[src/rtl/core/adsr_pkg.sv]
// Shared constants, codes and controller/datapath handshake types for the
// ADSR cutoff envelope. No dependencies.
`default_nettype none

package adsr_pkg;

    localparam int unsigned IN_DATA_W  = 16;
    localparam int unsigned IN_USER_W  = 2;
    localparam int unsigned OUT_DATA_W = 40;
    localparam int unsigned CFG_IDX_W  = 3;
    localparam int unsigned CFG_DATA_W = 16;
    localparam int unsigned DIV_STEPS  = 16;

    // event kinds
    localparam logic [1:0] MODE_TICK     = 2'd0;
    localparam logic [1:0] MODE_NOTE_ON  = 2'd1;
    localparam logic [1:0] MODE_NOTE_OFF = 2'd2;

    // envelope stages
    localparam logic [2:0] STG_IDLE    = 3'd0;
    localparam logic [2:0] STG_ATTACK  = 3'd1;
    localparam logic [2:0] STG_DECAY   = 3'd2;
    localparam logic [2:0] STG_SUSTAIN = 3'd3;
    localparam logic [2:0] STG_RELEASE = 3'd4;

    // register indexes
    localparam logic [2:0] REG_ATTACK  = 3'd0;
    localparam logic [2:0] REG_DECAY   = 3'd1;
    localparam logic [2:0] REG_SUSTAIN = 3'd2;
    localparam logic [2:0] REG_RELEASE = 3'd3;
    localparam logic [2:0] REG_BASE    = 3'd4;
    localparam logic [2:0] REG_AMOUNT  = 3'd5;

    localparam logic [15:0] LEVEL_ONE   = 16'h8000;
    localparam logic [14:0] CUT_MIN     = 15'd20;
    localparam logic [14:0] CUT_MAX     = 15'd20000;
    localparam logic [12:0] ENV_SPAN_HZ = 13'd8000;

    typedef struct packed {
        logic capture;
        logic eval;
        logic mul;
        logic div_step;
        logic set_level;
        logic cm1;
        logic cm2;
        logic cut;
        logic load_out;
    } cmd_t;

    typedef struct packed {
        logic is_tick;
        logic need_div;
    } sts_t;

endpackage

`default_nettype wire

[src/rtl/core/adsr_ctrl.sv]
// Sequencer for the envelope: one event at a time through evaluate,
// ramp divide, cutoff multiply and output load. Uses adsr_pkg.
`default_nettype none

module adsr_ctrl (
    input  wire logic          clk,
    input  wire logic          rst_n,
    input  wire logic          s_tvalid,
    output logic               s_tready,
    output logic               m_tvalid,
    input  wire logic          m_tready,
    input  adsr_pkg::sts_t     sts,
    output adsr_pkg::cmd_t     cmd
);

    typedef enum logic [8:0] {
        S_IDLE = 9'b000000001,
        S_EVAL = 9'b000000010,
        S_MUL  = 9'b000000100,
        S_DIV  = 9'b000001000,
        S_LVL  = 9'b000010000,
        S_CM1  = 9'b000100000,
        S_CM2  = 9'b001000000,
        S_CUT  = 9'b010000000,
        S_DONE = 9'b100000000
    } state_t;

    state_t     state_reg, state_next;
    logic [3:0] cnt_reg, cnt_next;
    logic       valid_reg, valid_next;
    logic       out_free;

    assign out_free = !valid_reg || m_tready;
    assign s_tready = (state_reg == S_IDLE);
    assign m_tvalid = valid_reg;

    always_comb
    begin
        state_next = state_reg;
        cnt_next   = cnt_reg;
        cmd        = '0;
        unique case (state_reg)
            S_IDLE:
            begin
                if (s_tvalid)
                begin
                    cmd.capture = 1'b1;
                    state_next  = S_EVAL;
                end
            end
            S_EVAL:
            begin
                cmd.eval = 1'b1;
                if (!sts.is_tick)
                    state_next = S_DONE;
                else if (sts.need_div)
                    state_next = S_MUL;
                else
                    state_next = S_CM1;
            end
            S_MUL:
            begin
                cmd.mul    = 1'b1;
                cnt_next   = '0;
                state_next = S_DIV;
            end
            S_DIV:
            begin
                cmd.div_step = 1'b1;
                cnt_next     = cnt_reg + 4'd1;
                if (cnt_reg == 4'(adsr_pkg::DIV_STEPS - 1))
                    state_next = S_LVL;
            end
            S_LVL:
            begin
                cmd.set_level = 1'b1;
                state_next    = S_CM1;
            end
            S_CM1:
            begin
                cmd.cm1    = 1'b1;
                state_next = S_CM2;
            end
            S_CM2:
            begin
                cmd.cm2    = 1'b1;
                state_next = S_CUT;
            end
            S_CUT:
            begin
                cmd.cut    = 1'b1;
                state_next = S_DONE;
            end
            S_DONE:
            begin
                if (out_free)
                begin
                    cmd.load_out = 1'b1;
                    state_next   = S_IDLE;
                end
            end
            default:
            begin
                state_next = S_IDLE;
            end
        endcase
    end

    always_comb
    begin
        valid_next = valid_reg;
        if (cmd.load_out)
            valid_next = 1'b1;
        else if (m_tready)
            valid_next = 1'b0;
    end

    always_ff @(posedge clk or negedge rst_n)
    begin
        if (!rst_n)
        begin
            state_reg <= S_IDLE;
            cnt_reg   <= '0;
            valid_reg <= 1'b0;
        end
        else
        begin
            state_reg <= state_next;
            cnt_reg   <= cnt_next;
            valid_reg <= valid_next;
        end
    end

endmodule

`default_nettype wire

[src/rtl/core/adsr_dp.sv]
// Datapath: settings, envelope state, ramp multiplier, restoring divider,
// cutoff scaling and the output register. Uses adsr_pkg.
`default_nettype none

module adsr_dp (
    input  wire logic                              clk,
    input  wire logic                              rst_n,
    input  wire logic                              cfg_we,
    input  wire logic [adsr_pkg::CFG_IDX_W-1:0]    cfg_index,
    input  wire logic [adsr_pkg::CFG_DATA_W-1:0]   cfg_data,
    input  wire logic [1:0]                        in_mode,
    input  wire logic [15:0]                       in_dt,
    input  adsr_pkg::cmd_t                         cmd,
    output adsr_pkg::sts_t                         sts,
    output logic [14:0]                            out_cutoff,
    output logic [15:0]                            out_level,
    output logic [2:0]                             out_stage
);

    logic [15:0] attack_reg, decay_reg, sustain_reg, release_reg, amount_reg;
    logic [14:0] base_reg;

    logic [2:0]  stage_reg;
    logic [31:0] time_reg;
    logic [15:0] level_reg;
    logic [14:0] cutoff_reg;

    logic [1:0]  mode_reg;
    logic [15:0] dt_reg;
    logic [15:0] mul_a_reg, mul_b_reg, div_reg;
    logic        decay_ramp_reg;
    logic [15:0] rem_reg, quo_reg;
    logic [31:0] prod1_reg;
    logic [44:0] prod2_reg;
    logic [14:0] out_cutoff_reg;
    logic [15:0] out_level_reg;
    logic [2:0]  out_stage_reg;

    logic [32:0] sum;
    logic [31:0] t_sat;
    logic [15:0] s_q;
    logic [2:0]  stage_n;
    logic [31:0] time_n;
    logic [15:0] level_n;
    logic [15:0] mul_a_n, mul_b_n, div_n;
    logic        decay_n;
    logic        need_div;
    logic        is_tick;
    logic [31:0] prod;
    logic [16:0] part, trial;
    logic        take;
    logic [18:0] hz;
    logic [14:0] hz_clamped;

    assign sum     = {1'b0, time_reg} + {17'd0, dt_reg};
    assign t_sat   = sum[32] ? 32'hFFFF_FFFF : sum[31:0];
    assign s_q     = (sustain_reg > adsr_pkg::LEVEL_ONE) ? adsr_pkg::LEVEL_ONE : sustain_reg;
    assign is_tick = (mode_reg == adsr_pkg::MODE_TICK) && (dt_reg != 16'd0);

    always_comb
    begin
        stage_n  = stage_reg;
        time_n   = t_sat;
        level_n  = level_reg;
        mul_a_n  = t_sat[15:0];
        mul_b_n  = adsr_pkg::LEVEL_ONE;
        div_n    = attack_reg;
        decay_n  = 1'b0;
        need_div = 1'b0;
        unique case (stage_reg)
            adsr_pkg::STG_ATTACK:
            begin
                if (attack_reg == 16'd0 || t_sat >= {16'd0, attack_reg})
                begin
                    level_n = adsr_pkg::LEVEL_ONE;
                    stage_n = adsr_pkg::STG_DECAY;
                    time_n  = '0;
                end
                else
                    need_div = 1'b1;
            end
            adsr_pkg::STG_DECAY:
            begin
                if (decay_reg == 16'd0 || t_sat >= {16'd0, decay_reg})
                begin
                    level_n = s_q;
                    stage_n = adsr_pkg::STG_SUSTAIN;
                end
                else
                begin
                    need_div = 1'b1;
                    decay_n  = 1'b1;
                    mul_b_n  = adsr_pkg::LEVEL_ONE - s_q;
                    div_n    = decay_reg;
                end
            end
            adsr_pkg::STG_SUSTAIN:
            begin
                level_n = s_q;
            end
            adsr_pkg::STG_RELEASE:
            begin
                if (release_reg == 16'd0 || t_sat >= {16'd0, release_reg})
                begin
                    level_n = '0;
                    stage_n = adsr_pkg::STG_IDLE;
                end
                else
                begin
                    need_div = 1'b1;
                    mul_a_n  = s_q;
                    mul_b_n  = release_reg - t_sat[15:0];
                    div_n    = release_reg;
                end
            end
            default:
            begin
                stage_n = adsr_pkg::STG_IDLE;
                level_n = '0;
            end
        endcase
    end

    assign sts.is_tick  = is_tick;
    assign sts.need_div = need_div;

    // restoring divide, one quotient bit per step
    assign prod  = mul_a_reg * mul_b_reg;
    assign part  = {rem_reg, quo_reg[15]};
    assign take  = part >= {1'b0, div_reg};
    assign trial = part - {1'b0, div_reg};

    assign hz = {4'd0, base_reg} + {1'b0, prod2_reg[44:27]};
    always_comb
    begin
        if (hz < {4'd0, adsr_pkg::CUT_MIN})
            hz_clamped = adsr_pkg::CUT_MIN;
        else if (hz > {4'd0, adsr_pkg::CUT_MAX})
            hz_clamped = adsr_pkg::CUT_MAX;
        else
            hz_clamped = hz[14:0];
    end

    always_ff @(posedge clk or negedge rst_n)
    begin
        if (!rst_n)
        begin
            attack_reg  <= 16'd10;
            decay_reg   <= 16'd200;
            sustain_reg <= 16'd16384;
            release_reg <= 16'd400;
            base_reg    <= 15'd800;
            amount_reg  <= 16'd4096;
            stage_reg   <= adsr_pkg::STG_IDLE;
            time_reg    <= '0;
            level_reg   <= '0;
            cutoff_reg  <= adsr_pkg::CUT_MIN;
        end
        else
        begin
            if (cfg_we)
            begin
                unique case (cfg_index)
                    adsr_pkg::REG_ATTACK:  attack_reg  <= cfg_data;
                    adsr_pkg::REG_DECAY:   decay_reg   <= cfg_data;
                    adsr_pkg::REG_SUSTAIN: sustain_reg <= cfg_data;
                    adsr_pkg::REG_RELEASE: release_reg <= cfg_data;
                    adsr_pkg::REG_BASE:    base_reg    <= cfg_data[14:0];
                    adsr_pkg::REG_AMOUNT:  amount_reg  <= cfg_data;
                    default: ;
                endcase
            end
            if (cmd.eval)
            begin
                if (is_tick)
                begin
                    stage_reg <= stage_n;
                    time_reg  <= time_n;
                    level_reg <= level_n;
                end
                else if (mode_reg == adsr_pkg::MODE_NOTE_ON)
                begin
                    stage_reg <= adsr_pkg::STG_ATTACK;
                    time_reg  <= '0;
                    level_reg <= '0;
                end
                else if (mode_reg == adsr_pkg::MODE_NOTE_OFF)
                begin
                    stage_reg <= adsr_pkg::STG_RELEASE;
                    time_reg  <= '0;
                end
            end
            if (cmd.set_level)
                level_reg <= decay_ramp_reg ? adsr_pkg::LEVEL_ONE - quo_reg : quo_reg;
            if (cmd.cut)
                cutoff_reg <= hz_clamped;
        end
    end

    always_ff @(posedge clk)
    begin
        if (cmd.capture)
        begin
            mode_reg <= in_mode;
            dt_reg   <= in_dt;
        end
        if (cmd.eval)
        begin
            mul_a_reg      <= mul_a_n;
            mul_b_reg      <= mul_b_n;
            div_reg        <= div_n;
            decay_ramp_reg <= decay_n;
        end
        if (cmd.mul)
        begin
            rem_reg <= prod[31:16];
            quo_reg <= prod[15:0];
        end
        if (cmd.div_step)
        begin
            rem_reg <= take ? trial[15:0] : part[15:0];
            quo_reg <= {quo_reg[14:0], take};
        end
        if (cmd.cm1)
            prod1_reg <= amount_reg * level_reg;
        if (cmd.cm2)
            prod2_reg <= {13'd0, prod1_reg} * {32'd0, adsr_pkg::ENV_SPAN_HZ};
        if (cmd.load_out)
        begin
            out_cutoff_reg <= cutoff_reg;
            out_level_reg  <= level_reg;
            out_stage_reg  <= stage_reg;
        end
    end

    assign out_cutoff = out_cutoff_reg;
    assign out_level  = out_level_reg;
    assign out_stage  = out_stage_reg;

endmodule

`default_nettype wire

[src/rtl/core/adsr_filter_envelope_cutoff.sv]
// Top level of the ADSR filter-cutoff envelope: stream ports, register port,
// controller and datapath. Uses adsr_pkg, adsr_ctrl, adsr_dp.
//
// Usage:
//   Events enter on the s_ stream: s_tuser = kind (tick, note on, note off),
//   s_tdata = elapsed milliseconds. Every accepted event gives exactly one
//   result transfer on the m_ stream with the applied cutoff, the envelope
//   level and the stage.
//   Settings are written through cfg_we/cfg_index/cfg_data while idle.
//   Note events and zero ticks go from evaluate straight to the output
//   load; ticks that end a ramp or hold pass through two registered
//   multiplies for the cutoff scaling; ticks inside a ramp first pass the
//   ramp multiply and the 16-step restoring divider for the ramp fraction.
//   One event is in work at a time; s_tready rises the cycle after the
//   result is loaded.
//   The result register frees the sequencer: a new event is accepted while
//   a result still waits; if the receiver stalls, the next result is held
//   back until the previous one is taken.
//   Reset loads the default settings, stage idle, level zero, cutoff 20 Hz.
`default_nettype none

module adsr_filter_envelope_cutoff (
    input  wire logic                                clk,
    input  wire logic                                rst_n,
    input  wire logic                                s_tvalid,
    output logic                                     s_tready,
    input  wire logic [adsr_pkg::IN_DATA_W-1:0]      s_tdata,   // [15:0] elapsed_ms
    input  wire logic [adsr_pkg::IN_USER_W-1:0]      s_tuser,   // [1:0] mode
    output logic                                     m_tvalid,
    input  wire logic                                m_tready,
    // [14:0] cutoff_hz, [30:15] env_level, [33:31] env_stage, [39:34] zero
    output logic [adsr_pkg::OUT_DATA_W-1:0]          m_tdata,
    input  wire logic                                cfg_we,
    input  wire logic [adsr_pkg::CFG_IDX_W-1:0]      cfg_index,
    input  wire logic [adsr_pkg::CFG_DATA_W-1:0]     cfg_data
);

    adsr_pkg::cmd_t cmd;
    adsr_pkg::sts_t sts;
    logic [14:0]    cutoff;
    logic [15:0]    level;
    logic [2:0]     stage;

    adsr_ctrl u_ctrl (
        .clk      (clk),
        .rst_n    (rst_n),
        .s_tvalid (s_tvalid),
        .s_tready (s_tready),
        .m_tvalid (m_tvalid),
        .m_tready (m_tready),
        .sts      (sts),
        .cmd      (cmd)
    );

    adsr_dp u_dp (
        .clk        (clk),
        .rst_n      (rst_n),
        .cfg_we     (cfg_we),
        .cfg_index  (cfg_index),
        .cfg_data   (cfg_data),
        .in_mode    (s_tuser),
        .in_dt      (s_tdata),
        .cmd        (cmd),
        .sts        (sts),
        .out_cutoff (cutoff),
        .out_level  (level),
        .out_stage  (stage)
    );

    assign m_tdata = {6'd0, stage, level, cutoff};

endmodule

`default_nettype wire

[config.mk]
export PLATFORM = sky130hd
export DESIGN_NAME = adsr_filter_envelope_cutoff
export DESIGN_NICKNAME = d
export VERILOG_FILES = /design/src/rtl/core/adsr_pkg.sv /design/src/rtl/core/adsr_ctrl.sv /design/src/rtl/core/adsr_dp.sv /design/src/rtl/core/adsr_filter_envelope_cutoff.sv
export SDC_FILE = /design/constraint.sdc
export NUM_CORES = 2
export LEC_CHECK = 0
export ABC_CLOCK_PERIOD_IN_PS = 9200
export BUFFER_PORTS_ARGS = -buffer_cell sky130_fd_sc_hd__buf_2
export CORE_ASPECT_RATIO = 1.2
export CORE_MARGIN = 2
export CORE_UTILIZATION = 30
export DETAILED_ROUTE_END_ITERATION = 8
export REMOVE_ABC_BUFFERS = 1
export SLEW_MARGIN = 20
export SYNTH_ARGS = -nofsm -noshare
export SYNTH_HDL_FRONTEND = slang
export SYNTH_SLANG_ARGS = --single-unit
[constraint.sdc]
create_clock -name clk -period 9.2 [get_ports clk]
set_clock_uncertainty 0.1 [all_clocks]
set_input_delay 1.38 -clock clk [delete_from_list [all_inputs] [get_ports clk]]
set_output_delay 1.38 -clock clk [all_outputs]
set_load 0.01 [all_outputs]
After elaboration in Yosys (flattened, before gate mapping)

Cells that the tools add are included.

$add $sub $neg: 7
Multiply operators: 3
Divide/modulo/power cells: 0
Magnitude comparators: 7
Equal/unequal tests: 31
Shift-type cells: 0
Mux-type cells: 62
Bitwise logic cells: 0
Reductions and logical operators: 28

Operator list:

| cell                   | count |
|---|---|
| $mux 16                | 20 |
| $mux 32                | 6 |
| $ge 32x16->1           | 3 |
| $pmux 9 s9             | 1 |
| $mul 16x16->32         | 2 |
| $pmux 16 s2            | 2 |
| $pmux 16 s4            | 1 |
| $logic_not 16->1       | 3 |
| $mul 32x7->39 const B  | 1 |
| $mux 9                 | 4 |
| $add 32x16->33         | 1 |
| $sub 16x16->16         | 2 |
| $sub 16x16->16 const A | 2 |
| $mux 15                | 2 |
| $add 15x18->19         | 1 |
| $gt 19x15->1 const B   | 1 |
| $lt 19x5->1 const B    | 1 |
| $mux 3                 | 6 |
| $ge 17x16->1           | 1 |
| $gt 16x16->1 const B   | 1 |
| $mux 1                 | 16 |
| $reduce_bool 16->1     | 1 |
| $reduce_and 2->1       | 7 |
| $eq 3x2->1 const B     | 4 |
| 33 further kinds       | 49 |

Register bits after elaboration: 379
Bits in latches: 0
Bits in writable memories: 0
Memory bits (read-only): 0
Input port bits: 42
Output and inout bits: 42
Logic and storage cells: 164
Memories kept: 0

Logic depth before layout (Yosys ltp)

Word-level depth: 9
Depth in mapped cells: 25
Depth with buffers taken out: 24

Hierarchy

A second synthesis with hierarchy kept.

Cells, all modules: 4,200
Area, all modules: 40,641.5 um^2

By module, submodules not included:

| module                      | instances | cells an instance | area each (um^2) |
|---|---|---|---|
| adsr_dp                     | 1         | 4,100             | 39,705.6 |
| adsr_ctrl                   | 1         | 93                | 887.1 |
| adsr_filter_envelope_cutoff | 1         | 7                 | 48.8 |

Worst setup path after synthesis

Ideal clock, no wire load.

Path type: flip-flop to flip-flop
Start: reg u_ctrl.state_reg[3]
End: reg u_dp.level_reg[2]
Arrival: 7.195 ns
Data required time: 8.974 ns
Path slack: 1.778 ns
Cell stages (with the launch flop): 8
Buffers on the path: 1
Clock period less this slack: 7.422 ns
Cells stage by stage: dfrtp_1 or4_1 or4_1 nor3b_1 nand2_1 or2_1 clkbuf_1 a311o_1

Word-level cells in the longest chain between the ends: 4
Elaborated cells on any way between the ends: 11
Classes of those cells: eq/ne (5); mux (3); reduce/logical (3)

Ends and longest elaborated chain:

| item                                                      | RTL line         | source |
|---|---|---|
| from (decl)                                               | adsr_ctrl.sv:28  | `state_t state_reg, state_next;` |
| from (signal assigned)                                    | adsr_ctrl.sv:128 | `state_reg <= state_next;` |
| $eq 9x5->1 or $eq 9x2->1 (tied branches)                  | adsr_ctrl.sv:42  | `unique case (state_reg)` |
| $mux 1                                                    | adsr_ctrl.sv:42  |  |
| $ne 4x4->1 (no source line), or another cell as far along | --               |  |
| $reduce_and 5->1 (no source line)                         | --               |  |
| to (signal assigned)                                      | adsr_dp.sv:179   | `level_reg <= level_n;` |
| to (signal assigned)                                      | adsr_dp.sv:194   | `level_reg <= decay_ramp_reg ? adsr_pkg::LEVEL_ONE - quo_reg : quo_reg;` |
| to (decl)                                                 | adsr_dp.sv:25    | `logic [15:0] level_reg;` |

Parallel ways exist; a longest one is shown, timed or not.
A chain may end at the register's enable or synchronous reset.

Worst setup path after layout

Start: reg u_dp.mul_a_reg[9]
End: reg u_dp.rem_reg[12], data pin

Word-level cells in the longest chain between the ends: 3

Ends and longest elaborated chain:

| item                   | RTL line       | source |
|---|---|---|
| from (decl)            | adsr_dp.sv:30  | `logic [15:0] mul_a_reg, mul_b_reg, div_reg;` |
| from (signal assigned) | adsr_dp.sv:209 | `mul_a_reg <= mul_a_n;` |
| $mul 16x16->32         | adsr_dp.sv:128 | `assign prod = mul_a_reg * mul_b_reg;` |
| $mux 16                | adsr_dp.sv:214 | `if (cmd.mul)` |
| $mux 16                | adsr_dp.sv:219 | `if (cmd.div_step)` |
| to (signal assigned)   | adsr_dp.sv:216 | `rem_reg <= prod[31:16];` |
| to (signal assigned)   | adsr_dp.sv:221 | `rem_reg <= take ? trial[15:0] : part[15:0];` |
| to (decl)              | adsr_dp.sv:32  | `logic [15:0] rem_reg, quo_reg;` |

Every way passes these cells. The select of a mux whose other input is x is not followed.

==> flow_summary.toml <==
[outcome]
outcome = "completed"

[routing]
first_pass_iters = 5
avgViaCountPerCell = 4.914
drtAntennaViolNets = 0
routed_wirelength_um = 107000
drt_iter0_markers = 1919
drc = 0
vias = 29819
wl_per_cell_um = 17.64

[sta]
worst_slew_margin_rel_pct = 32.88
max_clock_freq_mhz = 139.7
post-route-period-util_pct = 77.80
fin_crit_ps = 7158
finalHoldViolCount = 0
finalMaxSlewViolations = 0
setup_violations = 0
worst_margin_slew_ps = 999.3
setup_tns_after_final_layout_ps = 0
grt_setup_unrepaired = "no"

[floorplanning]
initial_core_util_pct = 30.10
fp.dieArea_um2 = 138600
core.rowCount = 148
dieWidth_um = 340.2
core_region_area_um2 = 135200
io-pin-count = 84
fp.dieH_um = 407.4

[cts]
cts_setup_buffers = 0
cts.root.buffer_cell = "sky130_fd_sc_hd__clkbuf_16"
cts-root-to-sink-buffers = 3
clk_pin_slew_worst_paths_ps = 60
tritoncts = "yes"
cts-hold-fix-buffers = 0
clk_latency_ps = 630
cts_max_level = 2
cts_resized = 0
cts.sinks = 358
numCtsBuffers = 42

[yosys]
yosys.area.top_type_share_pct = 25.04
yosys_most_used_dff = "sky130_fd_sc_hd__edfxtp_1"
synth_area_um2 = 40690
synthMostInstantiatedCell = "sky130_fd_sc_hd__inv_1"
synth-edff-count = 183
synth_cells = 4221
synthDistinctLibCells = 90
yosys-top-cells-area = "sky130_fd_sc_hd__fa_1, sky130_fd_sc_hd__edfxtp_1, sky130_fd_sc_hd__ha_1"
leading_post_synthesis_cells_by_instance_count = "sky130_fd_sc_hd__inv_1, sky130_fd_sc_hd__nand2_1, sky130_fd_sc_hd__fa_1"
yosysWarnings = 0
ys_ff_latch = 358
avgSynthCellArea_um2 = 9.639
synth_sequential_area_ratio_pct = 24.32
asyncSetResetFlopFracSynth_pct = 48.88
synth_top_cell_by_area = "sky130_fd_sc_hd__fa_1"

[worst_setup_path]
cpMaxStageDelayCell = "sky130_fd_sc_hd__edfxtp_1"
slowest_delay_ps = 730
cp_max_fo = 16
worstSetupEndpointType = "flip-flop"
path_delay_family = "adder cells"
reg_to_reg_setup_timing_slack_ps = 2040
cp.buffers_inverters = 6
crit_path_cell_trace = "nand2_1 -> fa_1 -> inv_1 -> fa_1 -> inv_1 -> fa_1 -> inv_1 -> fa_1 -> inv_1 -> fa_1 -> fa_1 -> inv_1 -> ha_1 -> and3_1 -> and3_1 -> a21oi_1 -> o21ai_0 -> buf_4 -> a31o_2 -> o41ai_1 -> nand2b_1 -> a21oi_1 -> xor2_1 -> a21oi_1"
required_time_of_the_critical_path_ps = 9430
critical-path-top-cell-by-count = "sky130_fd_sc_hd__fa_1"
crit_type = "flip-flop to flip-flop"
worst_setup_path_start_kind = "flip-flop"
worst-endpoint-arrival_ps = 7390

[grt]
globalRouteMet1Util_pct = 21.17
grt_start_max_net_pins = 71
global_route.overflow_total = 0
met3_usage_pct = 2.051
grt_first_pass_wirelength_um = 175000
globalRoute.busiestLayer = "met2"
initial_antenna_violation_count = 13
first_global_vias = 31260
grt.met2_usage_pct = 26.35
total_global_routing_track_utilization_pct = 15.78

[placement]
detailedPlacementHpwl_um = 84800
routabilityCongestion = 0.9084
placement.io_buffers = 77

[final_layout]
drive_above_1_share_pct = 7.151
flow.area_growth_from_synthesis_pct = 9.502
final_net_count = 5188
final.fill_count = 13895

[flow_run]
max_cap_violations = 0

[min_path]
hold_class = "flip-flop to flip-flop"
-- placed cells by master (no fill, tap or decap), types with 29 or more instances in the layout --
| cell type | netlist | final |
|---|---|---|
| sky130_fd_sc_hd__inv_1 | 734 | 734 |
| sky130_fd_sc_hd__nand2_1 | 521 | 521 |
| sky130_fd_sc_hd__fa_1 | 509 | 509 |
| sky130_fd_sc_hd__ha_1 | 406 | 406 |
| sky130_fd_sc_hd__and2_1 | 205 | 205 |
| sky130_fd_sc_hd__o21ai_0 | 205 | 205 |
| sky130_fd_sc_hd__edfxtp_1 | 183 | 183 |
| sky130_fd_sc_hd__dfrtp_1 | 159 | 159 |
| sky130_fd_sc_hd__a21oi_1 | 131 | 130 |
| sky130_fd_sc_hd__nor2_1 | 126 | 125 |
| sky130_fd_sc_hd__xnor2_1 | 78 | 78 |
| sky130_fd_sc_hd__buf_2 | 11 | 76 |
| sky130_fd_sc_hd__a21o_1 | 66 | 66 |
| sky130_fd_sc_hd__mux2_2 | 65 | 65 |
| sky130_fd_sc_hd__xor2_1 | 57 | 57 |
| sky130_fd_sc_hd__nand3_1 | 46 | 46 |
| sky130_fd_sc_hd__nor3_1 | 49 | 46 |
| sky130_fd_sc_hd__clkbuf_16 | 0 | 43 |
| sky130_fd_sc_hd__a22oi_1 | 34 | 34 |
| sky130_fd_sc_hd__nor4_1 | 34 | 34 |
| sky130_fd_sc_hd__buf_4 | 7 | 31 |
| sky130_fd_sc_hd__nand2b_1 | 30 | 30 |
| sky130_fd_sc_hd__nand4_1 | 29 | 29 |
-- routing by layer --
| layer | part of all wire, % | vias to the layer above | routed length, µm |
|---|---|---|---|
| met2 | 47 | 690 | 50620 |
| met5 | 0.025 | - | 27 |
| met4 | 3.2 | 4 | 3431 |
| met1 | 45 | 15075 | 47660 |
| met3 | 4.9 | 166 | 5286 |
| li1 | - | 13884 | - |
-- cell families after synthesis --
kind of cell / share of synthesized area [%]
simple gates: 13.82
fa+ha+maj: 37.53
buf+inv: 8.254
compound gates: 10.94
flops: 24.32
xor+xnor: 2.906
mux: 2.217
other cells: 0.009217
-- cell type report --
cell class	count	area, µm²	area share [%]
clock inverter	29	394.1	0.8846
antenna	3	7.507	0.01685
multi-input combinational	2986	27510	61.75
clock buffer	49	1109	2.488
inverter	735	2759	6.192
tap	1800	2252	5.055
sequential	358	9894	22.21
timing repair buffer	108	624.3	1.401
-- metrics by stage --
stage | instances | util [%] | instance area, µm² | hold slack, ps | setup slack, ps
floorplan | 4079 | - | 40110 | 324.8 | 1088
global placement | 5987 | 31.84 | 43040 | 348.9 | 2071
detailed placement | 5987 | 31.84 | 43040 | 336.5 | 2083
CTS | 6065 | 32.95 | 44540 | 370.3 | 2043
global route | 6067 | 32.96 | 44550 | 383.3 | 1563
finish | 6068 | 32.96 | 44550 | 368.5 | 2042
-- final timing paths --
path,depth (start not counted),endpoint,start
max reg2reg,24,u_dp.rem_reg[12]$_DFFE_PP_,u_dp.mul_a_reg[9]$_DFFE_PP_
min,0,u_dp.out_cutoff[3]$_DFFE_PP_,u_dp.cutoff_reg[3]$_DFFE_PN0P_
min reg2reg,0,u_dp.out_cutoff[3]$_DFFE_PP_,u_dp.cutoff_reg[3]$_DFFE_PN0P_
max in group asynchronous,3,u_dp.amount_reg[6]$_DFFE_PN0P_,rst_n
min in group asynchronous,1,u_dp.time_reg[2]$_DFFE_PN0P_,rst_n
max,24,u_dp.rem_reg[12]$_DFFE_PP_,u_dp.mul_a_reg[9]$_DFFE_PP_
Power is not shown: default switching activity piles up to over one toggle a cycle in this logic, so the estimate is an artifact.
